## config.mk

```make
export PLATFORM = sky130hd
export DESIGN_NAME = gf256_sbox_forward_inverse
export DESIGN_NICKNAME = d
export VERILOG_FILES = /design/src/hw/rtl/gfsbox_pkg.sv /design/src/hw/rtl/gfsbox_euclid_step.sv /design/src/hw/rtl/gf256_sbox_forward_inverse.sv
export SDC_FILE = /design/constraint.sdc
export NUM_CORES = 1
export LEC_CHECK = 0
export BUFFER_PORTS_ARGS = -buffer_cell sky130_fd_sc_hd__clkbuf_2
export CAP_MARGIN = 20
export CORE_ASPECT_RATIO = 0.6
export CORE_MARGIN = 1.5
export CORE_UTILIZATION = 48
export DETAILED_ROUTE_END_ITERATION = 7
export PLACE_DENSITY = 0.63
export SLEW_MARGIN = 20
export SYNTH_ARGS = -nofsm -noshare
export SYNTH_HDL_FRONTEND = slang
export SYNTH_SLANG_ARGS = --single-unit
export TNS_END_PERCENT = 100
```

## constraint.sdc

```tcl
create_clock -name i_clk -period 9.75 [get_ports i_clk]
set_clock_uncertainty 0.05 [all_clocks]
set_input_delay 1.4625 -clock i_clk [delete_from_list [all_inputs] [get_ports i_clk]]
set_output_delay 1.4625 -clock i_clk [all_outputs]
set_load 0.02 [all_outputs]
```

## src/hw/rtl/gfsbox_pkg.sv

```systemverilog
// gfsbox_pkg: shared types, constants and helper functions for the gf(2^8) substitution block
// used by gfsbox_euclid_step and gf256_sbox_forward_inverse; no dependencies
`default_nettype none

package gfsbox_pkg;

    localparam logic [7:0] FWD_ROW   = 8'hF1;
    localparam logic [7:0] INV_ROW   = 8'hA4;
    localparam logic [7:0] FWD_CONST = 8'h63;
    localparam logic [7:0] INV_CONST = 8'h05;
    localparam logic [7:0] POLY_RST  = 8'h1B;

    localparam logic       KIND_FWD  = 1'b0;
    localparam logic       KIND_INV  = 1'b1;

    typedef struct packed {
        logic [8:0] u;
        logic [8:0] v;
        logic [7:0] g0;
        logic [7:0] g1;
    } t_euclid;

    // position of the highest set bit, zero for zero
    function automatic logic [3:0] degree9(input logic [8:0] p);
        logic [3:0] d;
        d = 4'd0;
        for (int i = 0; i < 9; i++) begin
            if (p[i]) begin
                d = 4'(i);
            end
        end
        return d;
    endfunction

    // bit k is the parity of (rotl(row, k) & x) xor bit k of c
    function automatic logic [7:0] affine8(input logic [7:0] x, input logic [7:0] row,
                                           input logic [7:0] c);
        logic [7:0]  res;
        logic [15:0] rr;
        res = 8'd0;
        for (int k = 0; k < 8; k++) begin
            rr     = {row, row} << k;
            res[k] = (^(rr[15:8] & x)) ^ c[k];
        end
        return res;
    endfunction

endpackage

`default_nettype wire

```

## src/hw/rtl/gfsbox_euclid_step.sv

```systemverilog
// gfsbox_euclid_step: one step of the binary extended euclid over gf(2) polynomials
// depends on gfsbox_pkg for t_euclid and degree9
`default_nettype none

module gfsbox_euclid_step
    import gfsbox_pkg::*;
(
    input  t_euclid i_cur,
    output t_euclid o_nxt
);

    logic [3:0] du;
    logic [3:0] dv;
    logic       swap;
    logic [3:0] sh;
    logic [8:0] uu;
    logic [8:0] vv;
    logic [7:0] a0;
    logic [7:0] a1;
    logic [8:0] vsh;
    logic [7:0] gsh;

    always_comb begin
        du   = degree9(i_cur.u);
        dv   = degree9(i_cur.v);
        swap = (du < dv);
        sh   = swap ? (dv - du) : (du - dv);
        uu   = swap ? i_cur.v  : i_cur.u;
        vv   = swap ? i_cur.u  : i_cur.v;
        a0   = swap ? i_cur.g1 : i_cur.g0;
        a1   = swap ? i_cur.g0 : i_cur.g1;
        vsh  = vv << sh;
        gsh  = a1 << sh;
        o_nxt.u  = uu ^ vsh;
        o_nxt.v  = vv;
        o_nxt.g0 = a0 ^ gsh;
        o_nxt.g1 = a1;
    end

endmodule

`default_nettype wire

```

## src/hw/rtl/gf256_sbox_forward_inverse.sv

```systemverilog
// gf256_sbox_forward_inverse: forward and inverse byte substitution over gf(2^8)
// depends on gfsbox_pkg and gfsbox_euclid_step
//
// usage
//   input stream: tdata carries the byte, tuser the direction (0 forward, 1 inverse).
//   output stream: tdata carries the substituted byte.
//   i_cfg_we / i_cfg_wdata write the low eight bits of the reduction polynomial
//   (bit 8 implied); write only while no request is in flight.
//   a request is taken when the unit is free; one shared euclid step unit then runs
//   one step per cycle until the remainder is zero, at most 16 steps for any byte.
//   the result is registered once the remainder is zero and the output register is
//   free; one request is in the unit at a time, and a new byte is taken only after
//   the unit has returned to idle.
//   the output register parts the two sides: a new request is taken while an
//   earlier result still waits; when the receiver stalls the finished unit holds
//   its result until the output register frees, and tready stays low meanwhile.
//   reset: polynomial returns to 0x1B, the unit goes idle, the output is emptied.
`default_nettype none

module gf256_sbox_forward_inverse
    import gfsbox_pkg::*;
(
    input  logic       i_clk,
    input  logic       i_rst_n,
    input  logic       i_cfg_we,
    input  logic [7:0] i_cfg_wdata,
    input  logic       i_s_axis_tvalid,
    output logic       o_s_axis_tready,
    input  logic [7:0] i_s_axis_tdata,   // [7:0] value
    input  logic       i_s_axis_tuser,   // [0] kind
    output logic       o_m_axis_tvalid,
    input  logic       i_m_axis_tready,
    output logic [7:0] o_m_axis_tdata    // [7:0] result
);

    typedef enum logic {
        ST_IDLE,
        ST_RUN
    } t_state;

    t_state     r_state;
    t_state     n_state;
    t_euclid    r_ev;
    t_euclid    n_ev;
    t_euclid    step_nxt;
    logic       r_kind;
    logic       n_kind;
    logic [7:0] r_poly;
    logic [7:0] n_poly;
    logic       r_out_valid;
    logic       n_out_valid;
    logic [7:0] r_out_data;
    logic [7:0] n_out_data;

    logic       in_acc;
    logic       fin;
    logic [7:0] start_u;

    gfsbox_euclid_step u_step (
        .i_cur (r_ev),
        .o_nxt (step_nxt)
    );

    assign o_s_axis_tready = (r_state == ST_IDLE);
    assign o_m_axis_tvalid = r_out_valid;
    assign o_m_axis_tdata  = r_out_data;

    assign in_acc = i_s_axis_tvalid && o_s_axis_tready;
    assign fin    = (r_state == ST_RUN) && (r_ev.u == 9'd0)
                    && (!r_out_valid || i_m_axis_tready);

    always_comb begin
        start_u     = (i_s_axis_tuser == KIND_INV)
                      ? affine8(i_s_axis_tdata, INV_ROW, INV_CONST) : i_s_axis_tdata;
        n_state     = r_state;
        n_ev        = r_ev;
        n_kind      = r_kind;
        n_poly      = i_cfg_we ? i_cfg_wdata : r_poly;
        n_out_valid = r_out_valid && !i_m_axis_tready;
        n_out_data  = r_out_data;
        unique case (r_state)
            ST_IDLE: begin
                if (in_acc) begin
                    n_state = ST_RUN;
                    n_kind  = i_s_axis_tuser;
                    n_ev.u  = {1'b0, start_u};
                    n_ev.v  = {1'b1, r_poly};
                    n_ev.g0 = 8'd1;
                    n_ev.g1 = 8'd0;
                end
            end
            ST_RUN: begin
                if (r_ev.u != 9'd0) begin
                    n_ev = step_nxt;
                end else if (fin) begin
                    n_state     = ST_IDLE;
                    n_out_valid = 1'b1;
                    n_out_data  = (r_kind == KIND_INV)
                                  ? r_ev.g1 : affine8(r_ev.g1, FWD_ROW, FWD_CONST);
                end
            end
            default: begin
                n_state = ST_IDLE;
            end
        endcase
    end

    always_ff @(posedge i_clk) begin
        r_ev       <= n_ev;
        r_kind     <= n_kind;
        r_out_data <= n_out_data;
        if (!i_rst_n) begin
            r_state     <= ST_IDLE;
            r_poly      <= POLY_RST;
            r_out_valid <= 1'b0;
        end else begin
            r_state     <= n_state;
            r_poly      <= n_poly;
            r_out_valid <= n_out_valid;
        end
    end

`ifndef SYNTHESIS
    a_accept_busy: assert property (@(posedge i_clk) disable iff (!i_rst_n)
        in_acc |=> (r_state == ST_RUN))
        else $error("unit not busy after request");

    a_divisor_nonzero: assert property (@(posedge i_clk) disable iff (!i_rst_n)
        (r_state == ST_RUN) |-> (r_ev.v != 9'd0))
        else $error("euclid divisor became zero");

    a_load_on_finish: assert property (@(posedge i_clk) disable iff (!i_rst_n)
        $rose(r_out_valid) |-> $past(r_state == ST_RUN))
        else $error("output loaded without a finished request");
`endif

endmodule

`default_nettype wire
```

==> results of run 1 <==
## state kept, by name, summed over array words and instances (netlist names)
signal and cells:
o_m_axis_tdata 8, o_m_axis_tvalid 1, r_ev 34, r_poly 8, r_state 1, r_kind 1
## kinds of logic after synthesis
logic type	count (synthesis)	share of synthesized area
adder cells (fa/ha/maj)	11	0.03736
flip-flops	53	0.3650
XOR/XNOR	51	0.1093
AND/OR/NAND/NOR	120	0.1381
buffers and inverters	44	0.05174
multiplexers	67	0.2088
AO/OA/AOI/OAI	54	0.08972
## cell type report
| type | count | area [um^2] |
|---|---|---|
| Clock buffer | 5 | 125.1 |
| Clock inverter | 2 | 11.26 |
| Fill cell | 735 | 3660 |
| Inverter | 13 | 48.80 |
| Multi-Input combinational cell | 303 | 2401 |
| Sequential cell | 53 | 1491 |
| Tap cell | 108 | 135.1 |
| Timing Repair Buffer | 37 | 197.7 |
## cell usage after synthesis, drive strengths merged, types with 4 or more instances
master / number
nand3: 10
mux2: 4
mux2i: 50
clkbuf: 17
xor2: 26
nor3: 11
mux4: 13
o21ai: 8
nand2: 24
ha: 9
nor4: 5
xnor2: 25
dfxtp: 10
nor2: 46
o21a: 4
a211oi: 8
nor2b: 9
a21oi: 20
edfxtp: 43
buf: 14
inv: 12
## final timing paths
kind | to | slack [ps] | depth (start not counted)
hold / removal | r_poly[1]$_SDFFE_PN1P_ | 430 | 2
setup reg to reg | r_ev[33]$_SDFFCE_PN0P_ | 4760 | 17
hold reg to reg | r_poly[1]$_SDFFE_PN1P_ | 430 | 2
setup / recovery | r_ev[33]$_SDFFCE_PN0P_ | 4760 | 17
## layout by cell type, fill, tap and decap left out, types with 2 or more instances in the layout
| master | synthesis | final |
|---|---|---|
| a31oi_1 | 3 | 3 |
| and3_1 | 2 | 2 |
| clkbuf_16 | 0 | 5 |
| nand2b_1 | 2 | 2 |
| mux4_2 | 10 | 10 |
| o21a_1 | 4 | 4 |
| nor2_1 | 45 | 44 |
| and2_1 | 2 | 2 |
| clkinv_1 | 1 | 2 |
| nand2_1 | 24 | 24 |
| o21ai_0 | 8 | 8 |
| nor4b_1 | 2 | 2 |
| xor2_1 | 26 | 26 |
| nor2_2 | 1 | 2 |
| buf_4 | 3 | 5 |
| a21oi_1 | 20 | 20 |
| ha_1 | 9 | 9 |
| dfxtp_1 | 10 | 10 |
| nand3_1 | 10 | 10 |
| nor3_1 | 11 | 11 |
| clkbuf_2 | 0 | 31 |
| mux4_1 | 3 | 3 |
| fa_1 | 2 | 2 |
| o211ai_1 | 2 | 2 |
| nor4_1 | 5 | 4 |
| inv_1 | 12 | 12 |
| nor2b_1 | 9 | 9 |
| xnor2_1 | 25 | 25 |
| edfxtp_1 | 43 | 43 |
| a211oi_1 | 8 | 8 |
| mux2i_1 | 50 | 50 |
| mux2_2 | 3 | 3 |
| o31a_1 | 3 | 3 |
## metal layers
metal  vias up  track usage
li1       1466            -
met1      1425       0.3577
met2       106       0.3027
met3         6      0.03067
met4         0      0.04264
met5         -            0
## through the flow
stage | hold WS (ps) | area (um^2) | setup WS (ps) | utilization | instances
after floorplan | 392.4 | 4086 | 6014 | - | 400
after global placement | 407.3 | 4260 | 5006 | 0.5279 | 513
after detailed placement | 408.2 | 4269 | 4812 | 0.5290 | 513
after CTS | 426.9 | 4405 | 4781 | 0.5459 | 520
after global routing | 442.6 | 4410 | 4323 | 0.5465 | 521
final | 426.6 | 4410 | 4756 | 0.5465 | 521
## critical path, stage by stage (launching register included)
cell       delay [ps]
edfxtp_1          420
inv_1              80
a21oi_1           130
nor2_1             70
nor2_1            120
nor2_1             60
o21ai_0           220
inv_1              80
ha_1              230
fa_1              470
nand2b_2          230
a2bb2oi_4         140
buf_4             590
mux2i_1           860
a211oi_1          110
a21o_1            200
o311ai_0          490
mux2i_1           160
==> flow_summary.json, run 1 <==
{
  "status": "finished clean",
  "slew_headroom": 0.3590,
  "synth_seq_cells": 53,
  "async_reset_ff_frac": 0,
  "viasPerCell": 5.764,
  "clkSinkCount": 53,
  "post-cts-setup-buffer-count": 0,
  "gp_congestion": 0.8530,
  "clkLatencyLatePin_ps": 290,
  "num_rows": 25,
  "synth_top_area_share": 0.3160,
  "max_freq_mhz": 200.3,
  "top_level_ports": 32,
  "tightest_slew_ps": 934.8,
  "worst-endpoint-required_ps": 9720,
  "drive_gt1_frac": 0.1550,
  "ys_warn_count": 0,
  "drtPass1Iterations": 5,
  "wire_per_inst_um": 17.67,
  "path_max_fanout": 51,
  "detail-route-antenna-nets": 0,
  "synth_cell_types": 50,
  "port_buffers": 31,
  "hpwl_um": 6781,
  "avgSynthCellArea_um2": 10.22,
  "grt_usage": 0.2184,
  "n_antenna_cell": 0,
  "fin_crit_sh": 0.5122,
  "cts_tree": "built",
  "cts_root_buf": "clkbuf_16",
  "drcViolationCount": 0,
  "die_w_um": 122.1,
  "rsz0062_at_grt": "no",
  "slew_viol_final": 0,
  "hp-start": "r_poly[1]$_SDFFE_PN1P_",
  "nets": 446,
  "netlist_area_um2": 4086,
  "drt-met1-wl_um": 4904,
  "reg2reg_from": "r_ev[18]$_DFFE_PP_",
  "synth_edf_count": 43,
  "synth_fp_nets": 433,
  "holdBufCountCts": 0,
  "grt_pass1_vias": 2705,
  "synthCells": 400,
  "end_kind": "flip-flop",
  "drt-initial-drc-count": 322,
  "vias": 3003,
  "clk_pin_slew_worst_paths_ps": 70,
  "fp.dieH_um": 74.47,
  "crit_arrival_ps": 4970,
  "area_growth_pct": 7.930,
  "grt_overflow": 0,
  "wl_met3_um": 575,
  "hp-class": "reg2reg",
  "setup_viol": 0,
  "fin_setup_tns_ps": 0,
  "initial_core_util": 0.5064,
  "synth.yosys.seq_area_share": 0.3650,
  "numCtsBuffers": 5,
  "antenna_found_initial": 0,
  "grt_pass1_wl_um": 15020,
  "worstSetupPathType": "reg2reg",
  "dieArea_um2": 9094,
  "maxCapViolCount": 0,
  "layout_min_cycle_time_ps": 4994,
  "synth.area.top_cells": "edfxtp_1 (32%), mux2i_1 (12%), xor2_1 (5.6%)",
  "yosysTopAreaCell": "edfxtp_1",
  "crit_path_start_kind": "flip-flop",
  "grt_max_degree": 52,
  "core_um2": 8070,
  "highest_layer": "met4",
  "ys.flop_type": "edfxtp_1",
  "final_hold_viol_count": 0,
  "wl_met2_um": 3657,
  "cts_htree_levels": 2,
  "routed_wl_um": 9208,
  "post_cts_resized": 0,
  "crit_start": "r_ev[18]$_DFFE_PP_",
  "clock_path_buffers": 2
}
Power of run 1 is not shown: default switching activity piles up to over one toggle a cycle in this logic, so the estimate is an artifact.
==> run 2, diff against run 1 <==
Settings changed: PLACE_DENSITY 0.63 to 0.66.
Clock period 9.75 ns to 4.1 ns, I/O delays scaled along.
==> run 2 against run 1 <==
Worst setup slack lost 4500 ps; critical path depth shrank 3; non-clock buffer count grew 26; final area grew 6.2%; sequential cell count is the same; maximum frequency grew 29%; utilization grew 3.4 points; count of clock-buffer cells in the layout grew 2; first-iteration DRC count shrank 21%; critical path type unchanged.
==> flow_summary.json, run 2 (synthesis results as in run 1) <==
{
  "path_max_fanout": 9,
  "crit_arrival_ps": 3860,
  "n_antenna_cell": 0,
  "fill_cells": 712,
  "vias": 3207,
  "status": "finished clean",
  "crit_start": "r_ev[28]$_DFFE_PP_",
  "setup_viol": 0,
  "drcViolationCount": 0,
  "holdBufCountCts": 0,
  "worst-endpoint-required_ps": 4090,
  "antenna_found_initial": 0,
  "clkSinkCount": 53,
  "hp-class": "reg2reg",
  "layout_min_cycle_time_ps": 3874,
  "detail-route-antenna-nets": 0,
  "setup_slack_ps": 225.5,
  "area_growth_pct": 14.60,
  "crit_path_start_kind": "flip-flop",
  "grt_usage": 0.2273,
  "hp-start": "r_poly[4]$_SDFFE_PN1P_",
  "worstSetupPathType": "reg2reg",
  "end_kind": "flip-flop",
  "viasPerCell": 5.852,
  "slew_viol_final": 0,
  "grt_overflow": 0,
  "ff2ff_path_depth": 14,
  "grt_pass1_vias": 2885,
  "top_level_ports": 32,
  "port_buffers": 31,
  "largest_register_ffs": 34,
  "reg2reg_from": "r_ev[28]$_DFFE_PP_",
  "cts_root_buf": "clkbuf_16",
  "slew_headroom": 0.3230,
  "drtPass1Iterations": 5,
  "grt_max_degree": 35,
  "drive_gt1_frac": 0.2227,
  "layout_common_cells": "mux2i_1 (48), nor2_1 (44), edfxtp_1 (43), clkbuf_2 (31), buf_4 (29)",
  "gp_congestion": 0.8883,
  "cts_htree_levels": 2,
  "hpwl_um": 7127,
  "ff_latch_area_um2": 1491,
  "core_um2": 8070,
  "routed_wl_um": 9660,
  "die_w_um": 122.1,
  "drt-initial-drc-count": 255,
  "num_rows": 25,
  "max_freq_mhz": 258.1,
  "regMostFlops": "r_ev",
  "clk_pin_slew_worst_paths_ps": 70,
  "tightest_slew_ps": 1014,
  "clkLatencyLatePin_ps": 300,
  "cts_tree": "built",
  "numCtsBuffers": 5,
  "clock_path_buffers": 2,
  "maxCapViolCount": 0,
  "final_hold_viol_count": 0,
  "grt_pass1_wl_um": 15700,
  "holdPathStages": 2,
  "wire_per_inst_um": 17.63,
  "initial_core_util": 0.5064,
  "nets": 472,
  "multi_input_area_um2": 2412,
  "dieArea_um2": 9094,
  "rsz0062_at_grt": "no",
  "fp.dieH_um": 74.47,
  "place_ws_ps": -47.33,
  "fin_crit_sh": 0.9450,
  "final_common_cell": "mux2i_1"
}
==> run 2: changes by cell type in the layout (fill, tap and decap cells not counted), sizes merged <==
| cell | previous run | this run |
|---|---|---|
| buf | 6 | 32 |
| clkinvlp | 1 | 0 |
| clkbuf | 36 | 38 |
| clkinv | 2 | 1 |
| inv | 12 | 13 |
==> run 2: path summary, 6_finish.rpt <==
check / slack [ps] / to
max reg2reg: 230 / r_ev[32]$_DFFE_PP_
min: 430 / r_poly[4]$_SDFFE_PN1P_
max: 230 / r_ev[32]$_DFFE_PP_
min reg2reg: 430 / r_poly[4]$_SDFFE_PN1P_
==> run 2: area by class of cell <==
class	instances	share of cell area
multi-input combinational	303	0.5151
sequential	53	0.3185
timing repair buffer	63	0.09244
clock buffer	7	0.03286
tap	108	0.02885
inverter	13	0.01042
clock inverter	1	0.001870
==> run 2: repair_timing <==
item / CTS / global route
setup buffers: 0 / 3
gates resized for setup: 1 / 10
pin swaps: 0 / 1
endpoints found under the setup margin: 2 / 17
==> run 2: critical path: stages, from the launching register on <==
cell and delay (ps):
edfxtp_1 460, nor2_1 120, or3_1 370, a21oi_2 200, inv_1 90, fa_1 390, nand2b_2 230, a2bb2oi_4 150
buf_12 150, buf_4 120, mux2_4 370, mux2i_2 190, nor3_1 310, nor3_1 100, o31a_1 310
==> run 2: per-stage QoR <==
step                        util  hold WS, ps  setup TNS (ps)  cells  area, um^2
final                     0.5803        427.5               0    548        4683
after global routing      0.5803        478.4               0    548        4683
after detailed placement  0.5518        412.9          -66.61    537        4453
after global placement    0.5518        410.2               0    537        4453
after CTS                 0.5724        431.3               0    545        4619
after floorplan                -        392.4               0    400        4086
==> run 2: per-layer routing <==
layer	GRT usage	part of all wire	vias up
li1	-	-	1509
met1	0.3677	0.49	1530
met2	0.3046	0.39	158
met3	0.04755	0.11	10
met4	0.05168	0.0098	0
met5	0	0	-
Power of run 2 is left out for the same reason.
==> run 3, diff against run 2 <==
Settings changed: CORE_MARGIN 1.5 to 2.
==> run 3 against run 2 <==
Wire length rose by 2.3%; first-iteration DRC count rose by 53%; utilization fell by 2.6 points; non-clock buffer count fell by 3; cell count rose by 0.18%.
==> flow_summary.json, run 3 (synthesis results as in run 1) <==
{
  "setup_viol": 0,
  "clkLatencyLatePin_ps": 290,
  "n_antenna_cell": 0,
  "rrSetupSlack_ps": 150,
  "r2r_end": "r_ev[14]$_SDFFCE_PN0P_",
  "dieArea_um2": 9291,
  "antenna_found_initial": 0,
  "cts_tree": "built",
  "crit_arrival_ps": 3940,
  "numCtsBuffers": 5,
  "nets": 469,
  "tightest_slew_ps": 637.5,
  "fin_crit_sh": 0.9629,
  "clkSinkCount": 53,
  "reg2reg_from": "r_ev[27]$_DFFE_PP_",
  "regMostFlops": "r_ev",
  "hp-start": "r_poly[4]$_SDFFE_PN1P_",
  "drt-initial-drc-count": 391,
  "vias": 3169,
  "drive_gt1_frac": 0.2197,
  "grt_pass1_wl_um": 15660,
  "gp_congestion": 0.8746,
  "cts_htree_levels": 2,
  "slew_viol_final": 0,
  "holdWs_ps": 440.2,
  "top_level_ports": 32,
  "port_buffers": 31,
  "grt_usage": 0.2215,
  "status": "finished clean",
  "final_common_cell": "mux2i_1",
  "fp.dieH_um": 75.47,
  "maxCapViolCount": 0,
  "max_freq_mhz": 253.3,
  "min_to": "r_poly[4]$_SDFFE_PN1P_",
  "viasPerCell": 5.772,
  "grt_pass1_vias": 3025,
  "ff2ff_path_depth": 16,
  "fill_cells": 722,
  "final_hold_viol_count": 0,
  "hpwl_um": 7306,
  "worstSetupPathType": "reg2reg",
  "clk_pin_slew_worst_paths_ps": 70,
  "grt_overflow": 0,
  "area_growth_pct": 13.81,
  "layout_common_cells": "mux2i_1 (47), nor2_1 (44), edfxtp_1 (43), clkbuf_2 (31), buf_4 (27)",
  "drcViolationCount": 0,
  "end_kind": "flip-flop",
  "initial_core_util": 0.4869,
  "cts_root_buf": "clkbuf_16",
  "detail-route-antenna-nets": 0,
  "largest_register_ffs": 34,
  "path_max_fanout": 24,
  "rsz0062_at_grt": "yes",
  "hp-class": "reg2reg",
  "wire_per_inst_um": 17.99,
  "crit_path_start_kind": "flip-flop",
  "core_um2": 8393,
  "routed_wl_um": 9878,
  "drtPass1Iterations": 5,
  "layout_min_cycle_time_ps": 3948,
  "clock_path_buffers": 2,
  "holdPathStages": 2,
  "slew_headroom": 0.5718,
  "die_w_um": 123.1,
  "grt_max_degree": 35,
  "num_rows": 26,
  "worst-endpoint-required_ps": 4090
}
==> run 3: cell count changes in the layout (fill, tap and decap cells not counted), sizes merged <==
cell    delta
buf        -3
clkbuf     -1
clkinv     +1
==> run 3: how the worst max path moves through the flow <==
| stage | slack [ps] | end | start | depth (start not counted) |
|---|---|---|---|---|
| after floorplan | 360 | r_ev[31]$_DFFE_PP_ | r_ev[17]$_DFFE_PP_ | 17 |
| after global placement | 230 | r_ev[14]$_SDFFCE_PN0P_ | r_ev[18]$_DFFE_PP_ | 17 |
| after detailed placement | 80 | r_ev[14]$_SDFFCE_PN0P_ | r_ev[18]$_DFFE_PP_ | 17 |
| after CTS | 60 | r_ev[14]$_SDFFCE_PN0P_ | r_ev[18]$_DFFE_PP_ | 17 |
| after global routing | -50 | r_ev[14]$_SDFFCE_PN0P_ | r_ev[18]$_DFFE_PP_ | 17 |
| final | 150 | r_ev[14]$_SDFFCE_PN0P_ | r_ev[27]$_DFFE_PP_ | 16 |
==> run 3: critical path, cell delays in order (launching register included) <==
cell,delay [ps]
edfxtp_1,470
inv_1,110
a21oi_1,110
nor2_1,130
nor2_1,50
nor2_1,90
o21ai_0,110
ha_1,240
fa_1,450
nand2b_2,220
a2bb2oi_4,250
buf_6,310
mux4_2,350
and2_1,180
a311oi_1,350
o31a_1,180
nor3_1,50
==> run 3: stage by stage <==
step                std cells  TNS [ps]  area [um^2]  utilization  worst slack, ps
finish                    549         0         4651       0.5541            151.9
global route              549    -91.15         4651       0.5541           -47.58
CTS                       548         0         4593       0.5473            60.09
detailed placement        540         0         4451       0.5303            82.46
global placement          540         0         4451       0.5303            229.3
floorplan                 400         0         4086            -            364.0
==> run 3: what timing repair did <==
item / in CTS / in global routing
buffers inserted: 0 / 1
gates resized for setup: 0 / 12
setup endpoints to repair: 0 / 14
hold buffers: 0 / 0
hold endpoints to repair: 0 / 0
==> run 3: final cells by class <==
type                       instances  area (um^2)  area share
timing repair buffer              60        389.1     0.08367
multi-input combinational        303         2439      0.5243
tap                              112        140.1     0.03013
sequential                        53         1491      0.3207
clock inverter                     2        13.76    0.002959
clock buffer                       6        128.9     0.02771
inverter                          13        48.80     0.01049
==> run 3: metal layers <==
layer  GRT usage  wire length, um  up-vias
met5           0                0        -
met4     0.04672               57        0
met3     0.07410             1167        6
met2      0.3125             3879      173
met1      0.3300             4773     1477
li1            -                -     1513
Power of run 3 is left out for the same reason.
